`config.mk`:
```
export PLATFORM = sky130hd
export DESIGN_NAME = thermostat_cut_with_sensor_watchdog
export DESIGN_NICKNAME = d
export VERILOG_FILES = /design/src/thcut_pkg.sv /design/src/thcut_front.sv /design/src/thcut_queue.sv /design/src/thcut_back.sv /design/src/thermostat_cut_with_sensor_watchdog.sv
export SDC_FILE = /design/constraint.sdc
export NUM_CORES = 1
export LEC_CHECK = 0
export ABC_AREA = 1
export BUFFER_PORTS_ARGS = -buffer_cell sky130_fd_sc_hd__clkbuf_2
export CAP_MARGIN = 25
export CORE_MARGIN = 5
export CORE_UTILIZATION = 42
export CTS_BUF_LIST = sky130_fd_sc_hd__clkbuf_8
export DETAILED_ROUTE_END_ITERATION = 8
export HOLD_SLACK_MARGIN = 0.06
export PLACE_DENSITY = 0.58
export SETUP_SLACK_MARGIN = 0.02
export SLEW_MARGIN = 20
export SYNTH_ARGS = -nofsm -noshare
export SYNTH_HDL_FRONTEND = slang
export SYNTH_SLANG_ARGS = --single-unit
export TNS_END_PERCENT = 50
```
`constraint.sdc`:
```
create_clock -name clk -period 15.1 [get_ports clk]
set_input_delay 2.265 -clock clk [delete_from_list [all_inputs] [get_ports clk]]
set_output_delay 2.265 -clock clk [all_outputs]
set_load 0.01 [all_outputs]
```
`src/thcut_pkg.sv`:
```
// ---------------------------------------------------------------------------
// Thermostat cut package
// Widths, codes and shared types for the thermostat cut with sensor watchdog.
// ---------------------------------------------------------------------------
package thcut_pkg;

  localparam int TEMP_W     = 12;
  localparam int TIME_W     = 32;
  localparam int NSENS      = 3;
  localparam int CFG_IDX_W  = 3;
  localparam int CFG_DATA_W = 32;

  localparam int SENS_TANK   = 0;
  localparam int SENS_TRIAC  = 1;
  localparam int SENS_CUSTOM = 2;

  // -127 degrees, saturated to the most negative code on narrow widths.
  localparam int TEMP_MIN  = -(2 ** (TEMP_W - 1));
  localparam int FAULT_INT = (-2032 < TEMP_MIN) ? TEMP_MIN : -2032;
  localparam logic [TEMP_W-1:0] FAULT_VAL = TEMP_W'(FAULT_INT);

  typedef enum logic [CFG_IDX_W-1:0] {
    REG_ENABLE         = 3'd0,
    REG_CONTROL_MODE   = 3'd1,
    REG_TURN_ON_LEVEL  = 3'd2,
    REG_TURN_OFF_LEVEL = 3'd3,
    REG_MAX_ERROR_MS   = 3'd4,
    REG_SENSOR_PRESENT = 3'd5,
    REG_MANUAL_MODE    = 3'd6
  } reg_idx_t;

  typedef enum logic [1:0] {
    CMD_NONE      = 2'd0,
    CMD_START     = 2'd1,
    CMD_TEMP_CUT  = 2'd2,
    CMD_FAULT_CUT = 2'd3
  } cmd_t;

  typedef enum logic [1:0] {
    MODE_OFF    = 2'd0,
    MODE_AUTO   = 2'd1,
    MODE_MANUAL = 2'd2,
    MODE_BOTH   = 2'd3
  } mode_t;

  typedef struct packed {
    logic                     enable;
    mode_t                    control_mode;
    logic signed [TEMP_W-1:0] turn_on_level;
    logic signed [TEMP_W-1:0] turn_off_level;
    logic [TIME_W-1:0]        max_error_ms;
    logic [NSENS-1:0]         sensor_present;
    logic                     manual_mode;
  } cfg_t;

  // One classified word as it sits in the queue.
  typedef struct packed {
    logic [TIME_W-1:0]             now_ms;
    logic [NSENS-1:0][TEMP_W-1:0]  reading;
    logic [NSENS-1:0]              good;
    logic                          manual_path;
    logic                          pwm_active;
    logic                          automatic_active;
  } item_t;

endpackage

```
`src/thcut_front.sv`:
```
// ---------------------------------------------------------------------------
// Thermostat cut front end
// Classifies an incoming word: which sensors gave a usable reading and
// whether the manual control path is active.
// ---------------------------------------------------------------------------
module thcut_front (
  input  thcut_pkg::cfg_t                    cfg,
  input  logic [thcut_pkg::TIME_W-1:0]       now_ms,
  input  logic signed [thcut_pkg::TEMP_W-1:0] tank_reading,
  input  logic                               tank_valid,
  input  logic signed [thcut_pkg::TEMP_W-1:0] triac_reading,
  input  logic                               triac_valid,
  input  logic signed [thcut_pkg::TEMP_W-1:0] custom_reading,
  input  logic                               custom_valid,
  input  logic                               manual_override,
  input  logic                               pwm_active,
  input  logic                               automatic_active,
  output thcut_pkg::item_t                   item
);

  logic [thcut_pkg::NSENS-1:0] valid_bits;

  always_comb begin
    valid_bits[thcut_pkg::SENS_TANK]   = tank_valid;
    valid_bits[thcut_pkg::SENS_TRIAC]  = triac_valid;
    valid_bits[thcut_pkg::SENS_CUSTOM] = custom_valid;

    item.now_ms                          = now_ms;
    item.reading[thcut_pkg::SENS_TANK]   = tank_reading;
    item.reading[thcut_pkg::SENS_TRIAC]  = triac_reading;
    item.reading[thcut_pkg::SENS_CUSTOM] = custom_reading;
    // A reading only counts for a sensor that is configured.
    item.good             = valid_bits & cfg.sensor_present;
    item.manual_path      = cfg.manual_mode | manual_override;
    item.pwm_active       = pwm_active;
    item.automatic_active = automatic_active;
  end

endmodule

```
`src/thcut_queue.sv`:
```
// ---------------------------------------------------------------------------
// Thermostat cut queue
// Two-entry queue of classified words between front end and back end.
// ---------------------------------------------------------------------------
module thcut_queue (
  input  logic             clk,
  input  logic             rst,
  input  logic             push,
  input  thcut_pkg::item_t push_item,
  output logic             full,
  input  logic             pop,
  output logic             nonempty,
  output thcut_pkg::item_t head
);

  thcut_pkg::item_t mem [2];
  logic       wr_ptr;
  logic       rd_ptr;
  logic [1:0] count;

  assign full     = (count == 2'd2);
  assign nonempty = (count != 2'd0);
  assign head     = mem[rd_ptr];

  always_ff @(posedge clk) begin
    if (push) begin
      mem[wr_ptr] <= push_item;
    end
  end

  always_ff @(posedge clk) begin
    if (rst) begin
      wr_ptr <= 1'b0;
      rd_ptr <= 1'b0;
      count  <= 2'd0;
    end else begin
      if (push) begin
        wr_ptr <= ~wr_ptr;
      end
      if (pop) begin
        rd_ptr <= ~rd_ptr;
      end
      if (push && !pop) begin
        count <= count + 2'd1;
      end else if (pop && !push) begin
        count <= count - 2'd1;
      end
    end
  end

endmodule

```
`src/thcut_back.sv`:
```
// ---------------------------------------------------------------------------
// Thermostat cut back end
// Holds the sensor state, runs the watchdog and the load control, and
// drives the result register.
// ---------------------------------------------------------------------------
module thcut_back (
  input  logic                         clk,
  input  logic                         rst,
  input  thcut_pkg::cfg_t              cfg,
  input  logic                         q_nonempty,
  input  thcut_pkg::item_t             q_head,
  output logic                         pop,
  output logic                         out_valid,
  input  logic                         out_ready,
  output thcut_pkg::cmd_t              command,
  output logic [thcut_pkg::TEMP_W-1:0] tank_temp,
  output logic [thcut_pkg::TEMP_W-1:0] triac_temp,
  output logic [thcut_pkg::TEMP_W-1:0] custom_temp,
  output logic [thcut_pkg::NSENS-1:0]  fault_flags
);

  logic [thcut_pkg::TEMP_W-1:0] value      [thcut_pkg::NSENS];
  logic [thcut_pkg::TEMP_W-1:0] value_next [thcut_pkg::NSENS];
  logic [thcut_pkg::TIME_W-1:0] last_ok      [thcut_pkg::NSENS];
  logic [thcut_pkg::TIME_W-1:0] last_ok_next [thcut_pkg::NSENS];
  logic [thcut_pkg::TIME_W-1:0] age          [thcut_pkg::NSENS];
  logic [thcut_pkg::NSENS-1:0]  fault;
  logic [thcut_pkg::NSENS-1:0]  fault_next;
  logic [thcut_pkg::NSENS-1:0]  timeout;
  logic                         below;
  logic                         above;
  logic                         start;
  logic                         cut;
  logic                         fault_cut;
  thcut_pkg::cmd_t              cmd_next;

  assign pop = q_nonempty && (!out_valid || out_ready);

  always_comb begin
    for (int i = 0; i < thcut_pkg::NSENS; i++) begin
      age[i] = q_head.now_ms - last_ok[i];
      // A fresh reading resets the age to zero, so only a stale one can time out.
      timeout[i] = !q_head.good[i] && (age[i] > cfg.max_error_ms);
      value_next[i]   = value[i];
      last_ok_next[i] = last_ok[i];
      fault_next[i]   = fault[i];
      if (cfg.enable) begin
        if (!cfg.sensor_present[i]) begin
          value_next[i] = thcut_pkg::FAULT_VAL;
          fault_next[i] = 1'b0;
        end else if (timeout[i]) begin
          value_next[i] = thcut_pkg::FAULT_VAL;
          fault_next[i] = 1'b1;
        end else if (q_head.good[i]) begin
          value_next[i]   = q_head.reading[i];
          last_ok_next[i] = q_head.now_ms;
          fault_next[i]   = 1'b0;
        end
      end
    end

    below = $signed(value_next[thcut_pkg::SENS_TANK]) < cfg.turn_on_level;
    above = $signed(value_next[thcut_pkg::SENS_TANK]) >= cfg.turn_off_level;

    start = 1'b0;
    cut   = 1'b0;
    if (!fault_next[thcut_pkg::SENS_TANK]) begin
      case (cfg.control_mode)
        thcut_pkg::MODE_AUTO: begin
          start = !cfg.manual_mode && below;
          cut   = !cfg.manual_mode && above &&
                  (q_head.pwm_active || q_head.automatic_active);
        end
        thcut_pkg::MODE_MANUAL: begin
          start = q_head.manual_path && below;
          cut   = q_head.manual_path && above && q_head.pwm_active;
        end
        thcut_pkg::MODE_BOTH: begin
          start = below;
          cut   = above && (q_head.pwm_active || q_head.automatic_active);
        end
        default: begin
          start = 1'b0;
          cut   = 1'b0;
        end
      endcase
    end

    fault_cut = timeout[thcut_pkg::SENS_TANK] &&
                cfg.sensor_present[thcut_pkg::SENS_TANK] &&
                (cfg.control_mode != thcut_pkg::MODE_OFF) && q_head.pwm_active;

    if (!cfg.enable) begin
      cmd_next = thcut_pkg::CMD_NONE;
    end else if (fault_cut) begin
      cmd_next = thcut_pkg::CMD_FAULT_CUT;
    end else if (cut) begin
      cmd_next = thcut_pkg::CMD_TEMP_CUT;
    end else if (start) begin
      cmd_next = thcut_pkg::CMD_START;
    end else begin
      cmd_next = thcut_pkg::CMD_NONE;
    end
  end

  always_ff @(posedge clk) begin
    if (rst) begin
      for (int i = 0; i < thcut_pkg::NSENS; i++) begin
        value[i]   <= thcut_pkg::FAULT_VAL;
        last_ok[i] <= '0;
      end
      fault     <= '0;
      out_valid <= 1'b0;
    end else begin
      if (pop) begin
        for (int i = 0; i < thcut_pkg::NSENS; i++) begin
          value[i]   <= value_next[i];
          last_ok[i] <= last_ok_next[i];
        end
        fault     <= fault_next;
        out_valid <= 1'b1;
      end else if (out_ready) begin
        out_valid <= 1'b0;
      end
    end
  end

  always_ff @(posedge clk) begin
    if (pop) begin
      command     <= cmd_next;
      tank_temp   <= value_next[thcut_pkg::SENS_TANK];
      triac_temp  <= value_next[thcut_pkg::SENS_TRIAC];
      custom_temp <= value_next[thcut_pkg::SENS_CUSTOM];
      fault_flags <= fault_next;
    end
  end

endmodule

```
`src/thermostat_cut_with_sensor_watchdog.sv`:
```
// The accepting edge writes the word into the queue; the back end then pops it and
// loads its result into the result register once the result side is not stalled.
// Throughput: one word per cycle while the result side is ready; the back end
// updates all sensor state per popped word, and the two-entry queue absorbs stalls on the result side.
// Reset: synchronous, active high; clears configuration, sensor state and queue.
// ---------------------------------------------------------------------------
// Thermostat cut with sensor watchdog
// Tracks three temperature sensors with an age watchdog and issues load
// start, temperature cut and fault cut commands for the tank sensor.
// ---------------------------------------------------------------------------
module thermostat_cut_with_sensor_watchdog (
  input  logic                                 clk,
  input  logic                                 rst,
  input  logic                                 cfg_write,
  input  logic [thcut_pkg::CFG_IDX_W-1:0]      cfg_index,
  input  logic [thcut_pkg::CFG_DATA_W-1:0]     cfg_data,
  input  logic                                 in_valid,
  output logic                                 in_ready,
  input  logic [thcut_pkg::TIME_W-1:0]         now_ms,
  input  logic signed [thcut_pkg::TEMP_W-1:0]  tank_reading,
  input  logic                                 tank_valid,
  input  logic signed [thcut_pkg::TEMP_W-1:0]  triac_reading,
  input  logic                                 triac_valid,
  input  logic signed [thcut_pkg::TEMP_W-1:0]  custom_reading,
  input  logic                                 custom_valid,
  input  logic                                 manual_override,
  input  logic                                 pwm_active,
  input  logic                                 automatic_active,
  output logic                                 out_valid,
  input  logic                                 out_ready,
  output logic [1:0]                           command,
  output logic signed [thcut_pkg::TEMP_W-1:0]  tank_temp,
  output logic signed [thcut_pkg::TEMP_W-1:0]  triac_temp,
  output logic signed [thcut_pkg::TEMP_W-1:0]  custom_temp,
  output logic [thcut_pkg::NSENS-1:0]          fault_flags
);

  thcut_pkg::cfg_t              cfg;
  thcut_pkg::item_t             front_item;
  thcut_pkg::item_t             q_head;
  thcut_pkg::cmd_t              back_cmd;
  logic                         q_full;
  logic                         q_nonempty;
  logic                         pop;
  logic [thcut_pkg::TEMP_W-1:0] tank_raw;
  logic [thcut_pkg::TEMP_W-1:0] triac_raw;
  logic [thcut_pkg::TEMP_W-1:0] custom_raw;

  always_ff @(posedge clk) begin
    if (rst) begin
      cfg.enable         <= 1'b0;
      cfg.control_mode   <= thcut_pkg::MODE_OFF;
      cfg.turn_on_level  <= '0;
      cfg.turn_off_level <= '0;
      cfg.max_error_ms   <= '0;
      cfg.sensor_present <= '0;
      cfg.manual_mode    <= 1'b0;
    end else if (cfg_write) begin
      case (thcut_pkg::reg_idx_t'(cfg_index))
        thcut_pkg::REG_ENABLE:         cfg.enable <= cfg_data[0];
        thcut_pkg::REG_CONTROL_MODE:   cfg.control_mode <= thcut_pkg::mode_t'(cfg_data[1:0]);
        thcut_pkg::REG_TURN_ON_LEVEL:  cfg.turn_on_level <= cfg_data[thcut_pkg::TEMP_W-1:0];
        thcut_pkg::REG_TURN_OFF_LEVEL: cfg.turn_off_level <= cfg_data[thcut_pkg::TEMP_W-1:0];
        thcut_pkg::REG_MAX_ERROR_MS:   cfg.max_error_ms <= cfg_data[thcut_pkg::TIME_W-1:0];
        thcut_pkg::REG_SENSOR_PRESENT: cfg.sensor_present <= cfg_data[thcut_pkg::NSENS-1:0];
        thcut_pkg::REG_MANUAL_MODE:    cfg.manual_mode <= cfg_data[0];
        default: begin
        end
      endcase
    end
  end

  assign in_ready = !q_full;

  thcut_front u_front (
    .cfg              (cfg),
    .now_ms           (now_ms),
    .tank_reading     (tank_reading),
    .tank_valid       (tank_valid),
    .triac_reading    (triac_reading),
    .triac_valid      (triac_valid),
    .custom_reading   (custom_reading),
    .custom_valid     (custom_valid),
    .manual_override  (manual_override),
    .pwm_active       (pwm_active),
    .automatic_active (automatic_active),
    .item             (front_item)
  );

  thcut_queue u_queue (
    .clk       (clk),
    .rst       (rst),
    .push      (in_valid && in_ready),
    .push_item (front_item),
    .full      (q_full),
    .pop       (pop),
    .nonempty  (q_nonempty),
    .head      (q_head)
  );

  thcut_back u_back (
    .clk         (clk),
    .rst         (rst),
    .cfg         (cfg),
    .q_nonempty  (q_nonempty),
    .q_head      (q_head),
    .pop         (pop),
    .out_valid   (out_valid),
    .out_ready   (out_ready),
    .command     (back_cmd),
    .tank_temp   (tank_raw),
    .triac_temp  (triac_raw),
    .custom_temp (custom_raw),
    .fault_flags (fault_flags)
  );

  assign command     = back_cmd;
  assign tank_temp   = tank_raw;
  assign triac_temp  = triac_raw;
  assign custom_temp = custom_raw;

endmodule

```
Yosys cells after proc, flatten, opt, wreduce, memory -nomap -nowiden
Memories as Yosys holds them, arrays and structs flattened. A register that Yosys moved wholly into a read port is not among the register bits. Index checks and enable logic that the tools add are counted.

Word-level logic and storage cells: 151. Bits in writable memories: 280. Memories: 3. Register bits after elaboration: 112.

Memory list: u_queue.mem (words 2, bits a word 74, rd ports 1, clocked after Yosys merged registers in 1, write ports 1, RTL line thcut_queue.sv:16) `thcut_pkg::item_t mem [2];`; u_back.last_ok (words 3, bits a word 32, rd ports 3, clocked after Yosys merged registers in 0, write ports 3, RTL line thcut_back.sv:24) `logic [thcut_pkg::TIME_W-1:0] last_ok [thcut_pkg::NSENS];`; u_back.value (words 3, bits a word 12, rd ports 3, clocked after Yosys merged registers in 0, write ports 3, RTL line thcut_back.sv:22) `logic [thcut_pkg::TEMP_W-1:0] value [thcut_pkg::NSENS];`.

Bitwise logic cells: 10. $add $sub $neg: 5. Reduce and logical (&&, ||, !) cells: 39. Muxes and demuxes: 62. $lt $le $gt $ge: 5. Equality and inequality tests: 10.

Operator list (count): 32-bit two-way mux (15); 12-bit two-way mux (15); 32-bit greater-than comparator (3); 32-bit subtractor (3); 1-bit two-way mux (26); 1-bit logical AND (17); 2-bit AND reduction (7); 12-bit >= comparator (1); 12-bit less-than comparator (1); 3-bit equality test (second input constant) (3); 1-bit logical NOT (8); 2-bit two-way mux (4); 2-bit nonzero test (4); 1-bit OR (7); 2-bit equality test (second input constant) (3); 3-bit by 2-bit equality test with 1-bit output (second input constant) (2); 1-bit one-hot mux with 3 select lines (2); 3-bit bitwise AND (1); 3-bit by 1-bit equality test with 1-bit output (second input constant) (1); 3-bit logical NOT (1); 2-bit by 1-bit adder with 2-bit output (second input constant) (1); 2-bit by 1-bit equality test with 1-bit output (second input constant) (1); 1-bit logical OR (2); 1-bit NOT (2); 2-bit by 1-bit subtractor with 2-bit output (second input constant) (1).

Logic depth before layout (Yosys ltp)
An unclocked memory read counts as a cell.

Depth in word-level cells: 14. Depth in mapped cells: 46. Gate-level depth less buffers: 44.

By module
Synthesis repeated with hierarchy kept, for this count alone.

Cells, all modules: 2402. Area, all modules: 23406.2 um^2.

By module, submodules not included: thcut_back (cells each 1687, instances 1, area each 14426.3 um^2); thcut_queue (cells each 263, instances 1, area each 5813.1 um^2); thermostat_cut_with_sensor_watchdog (cells each 373, instances 1, area each 2607.5 um^2); thcut_front (cells each 79, instances 1, area each 559.3 um^2).

Worst setup path after synthesis
OpenSTA, ideal clock, no wires.

Kind: input port to flip-flop. Start point: input port out_ready. End point: memory u_back.last_ok[0][64] (netlist bit), enable pin. Arrival time: 6.279 ns. Path buffers: 0. Stages: 4. Slack: 8.351 ns. Data required time: 14.630 ns. Cells stage by stage: nor2_1 > a21oi_2 > inv_1 > o31ai_1.

RTL lines: from (decl) (RTL line thermostat_cut_with_sensor_watchdog.sv:30) `input logic out_ready,`; to (decl) (RTL line thcut_back.sv:24).

==> summary.txt <==
Outcome
  – Status: completed

GRT
  – Global-route wire length before repair: 91.4 mm
  – Congestion Overflow GR: 0
  – Largest net degree at the start of global routing: 64
  – Number of global-route vias before repair: 16.8k
  – Total track usage: 20.3%
  – Initial antenna violation count: 7

Critical path
  – CP startpoint kind: flop
  – Worst EP arrival: 7740 ps
  – CP Max Fanout: 60
  – Crit path largest cell delay: 540 ps
  – Crit-path most repeated cell: a21oi_1
  – CP required: 15450 ps
  – Worst setup EP type: flop
  – Crit path kind: reg2reg
  – Slowest library cell on the worst path: a2111oi_0

Synth
  – Largest cells by area after synthesis: edfxtp_1 44%, ha_1 12%, dfxtp_1 6.5%, a21oi_1 5.9%, nand2_1 5.9%
  – Predominant post-synthesis flop cell: edfxtp_1
  – Synthesized Nets: 2612
  – Ys async rst share: 0%
  – Synth cell count leaders: 344 x nand2_1, 321 x edfxtp_1, 308 x inv_1, 259 x a21oi_1, 218 x ha_1
  – Number of flops mapped to enable cells by yosys: 321
  – Cell taking the most area after synthesis: edfxtp_1
  – Count leader, synth: nand2_1
  – Syn_area_per_cell: 9.68 um2
  – Yosys cell types: 54
  – Flops & latches, synth: 393
  – Syn Inst Count: 2277
  – Share of the synthesized area in the top cell type: 43.7%
  – Sequential-to-total area share from yosys stat: 50.3%
  – Ys Warns: 0
  – Post-Syn Area: 22000 um2

Routing
  – Remaining antenna violation count: 0
  – Vias: 16.9k
  – DR iter-0 viols: 1221
  – DR WL/cell: 18.4 um
  – # DRC: 0
  – Drt first pass iters: 5
  – WL final: 59.0 mm
  – Average vias per placed instance: 5.25

Floorplanning
  – DIE WIDTH: 239 um
  – Initial Util: 42.2%
  – Core area: 52200 um2
  – Die H: 239 um
  – IO Pins: 157
  – Site Rows: 84
  – DIE AREA: 57200 um2

Timing
  – TNS Setup: 0 ps
  – Setup Skew: 35.3 ps
  – Period utilization: 48.9%
  – Unrepaired setup endpoints after global routing: false
  – Final worst slack: 7710 ps
  – Min Tclk post-route: 7390 ps
  – Final number of hold-violating endpoints: 0
  – Slew headroom: 32.4%
  – Hold Worst Slack: 454 ps
  – Final setup violation count: 0
  – Pins Over Slew Limit: 0
  – Max Fclk: 135 MHz
  – Slew @ Worst Pin: 1010 ps

Placement
  – RePlAce Congestion: 0.952
  – Dpl ws: 7860 ps
  – DP Wirelength: 43.6 mm
  – IO buf count: 156

Cells and area
  – Share of layout cells above drive strength 1: 14.3%
  – Fillers: 4849
  – Storage element area: 11100 um2
  – Layout area overhead: 13.6%
  – NumNets Final: 2803
  – Area occupied by multi-input gates: 9620 um2
  – Final core utilization: 47.9%

Pwr
  – Lkg Pwr: 10.4 nW
  – Tot Pwr: 5.40 mW
  – Pwr dens: 216 nW/um2
  – VDD IR max: 0.0000999 V

Clock tree
  – Htree depth: 3
  – Clk slew on worst S/H paths: 60 ps
  – Clock sinks: 393
  – CTS-repair resized insts: 0
  – CTS tree: built
  – Max clock buf depth: 3
  – Clk root buf: clkbuf_8
  – # Post-CTS Setup Buffers: 0
  – Post-cts hold buffer count: 0
  – Clk_lat worst skew: 630 ps
  – Total CTS buffers: 70

Hold path
  – Hold Crit Class: reg2reg

Run
  – Max-cap violations: 0
[cell families after synthesis]
kind of cell	synth area share, %
adder cells (fa/ha/maj)	12.6
AND/OR/NAND/NOR	12.2
multiplexers	0.636
buffers and inverters	6.29
XOR/XNOR	3.66
flip-flops	50.3
AO/OA/AOI/OAI	14.3
[per-stage QoR]
step | std cells | cell area, um2
floorplan | 2277 | 22000
global placement | 3084 | 23600
detailed placement | 3084 | 23600
CTS | 3211 | 25000
global route | 3213 | 25000
finish | 3213 | 25000
[sequential cells by signal, indices dropped and copies added, names as in the netlist, named ones only]
register,cells
u_back.custom_temp,12
u_back.fault,3
u_back.tank_temp,12
u_back.fault_flags,3
u_back.last_ok,96
u_back.command,2
u_back.value,36
u_queue.wr_ptr,1
u_back.out_valid,1
cfg,63
u_queue.rd_ptr,1
u_back.triac_temp,12
u_queue.count,2
u_queue.mem,148
[report_power, final]
part / switching (mW) / internal, mW / total [mW]
Combinational: 1.86 / 1.05 / 2.91
Clock: 0.458 / 0.526 / 0.984
Sequential: 0.0705 / 1.44 / 1.51
Total: 2.39 / 3.02 / 5.40
[area by class of cell]
| type | count | area share, % |
|---|---|---|
| inverters | 315 | 4.72 |
| flip-flops and latches | 393 | 44.3 |
| multi-input cells | 1517 | 38.4 |
| repair buffers | 171 | 3.57 |
| well taps | 688 | 3.44 |
| clock inverters | 54 | 1.54 |
| clock buffers | 73 | 4.01 |
| diodes | 2 | 0.0200 |
[layer usage]
layer	vias up	GRT usage (%)	routed length [um]
li1	8291	-	-
met1	8003	27.8	26900
met2	457	33.1	27400
met3	105	3.75	3270
met4	8	5.83	1440
met5	-	0	55
[worst max-delay path, delay by kind of cell, from the launching register on]
kind | cells | cell delay (ps)
compound gates | 9 | 1670
xor+xnor | 1 | 160
fa+ha+maj | 3 | 1010
buf+inv | 4 | 680
flops | 1 | 490
simple gates | 15 | 3100
[cell usage in the layout (no fill, tap or decap), types with 5 or more instances in the layout]
master	count
o21ai_1	5
ha_1	218
o21a_1	8
nor4_1	6
a21oi_2	9
nand3_1	69
inv_2	6
mux2i_1	14
nand2_1	344
nand2_2	5
inv_1	328
nor3_1	18
a211oi_1	9
dfxtp_1	71
a21boi_2	5
o2111ai_1	15
nand4_1	14
xnor2_1	31
clkinv_1	11
o211ai_1	5
or2_2	35
nor2_1	137
a21oi_1	259
a31oi_1	20
clkinv_2	11
xor2_1	61
clkbuf_8	73
o21ai_2	15
buf_4	15
clkbuf_2	156
o21ai_0	174
edfxtp_1	321
[worst paths after layout]
kind         depth (start not counted)  slack (ps)     from                 to
min                                  2         450  cfg[36]            cfg[36]
max                                 32        7710     flop  u_back.command[0]
min reg2reg                          2         450  cfg[36]            cfg[36]
max reg2reg                         32        7710     flop  u_back.command[0]
Note: power is estimated with default switching activity, not from simulation.
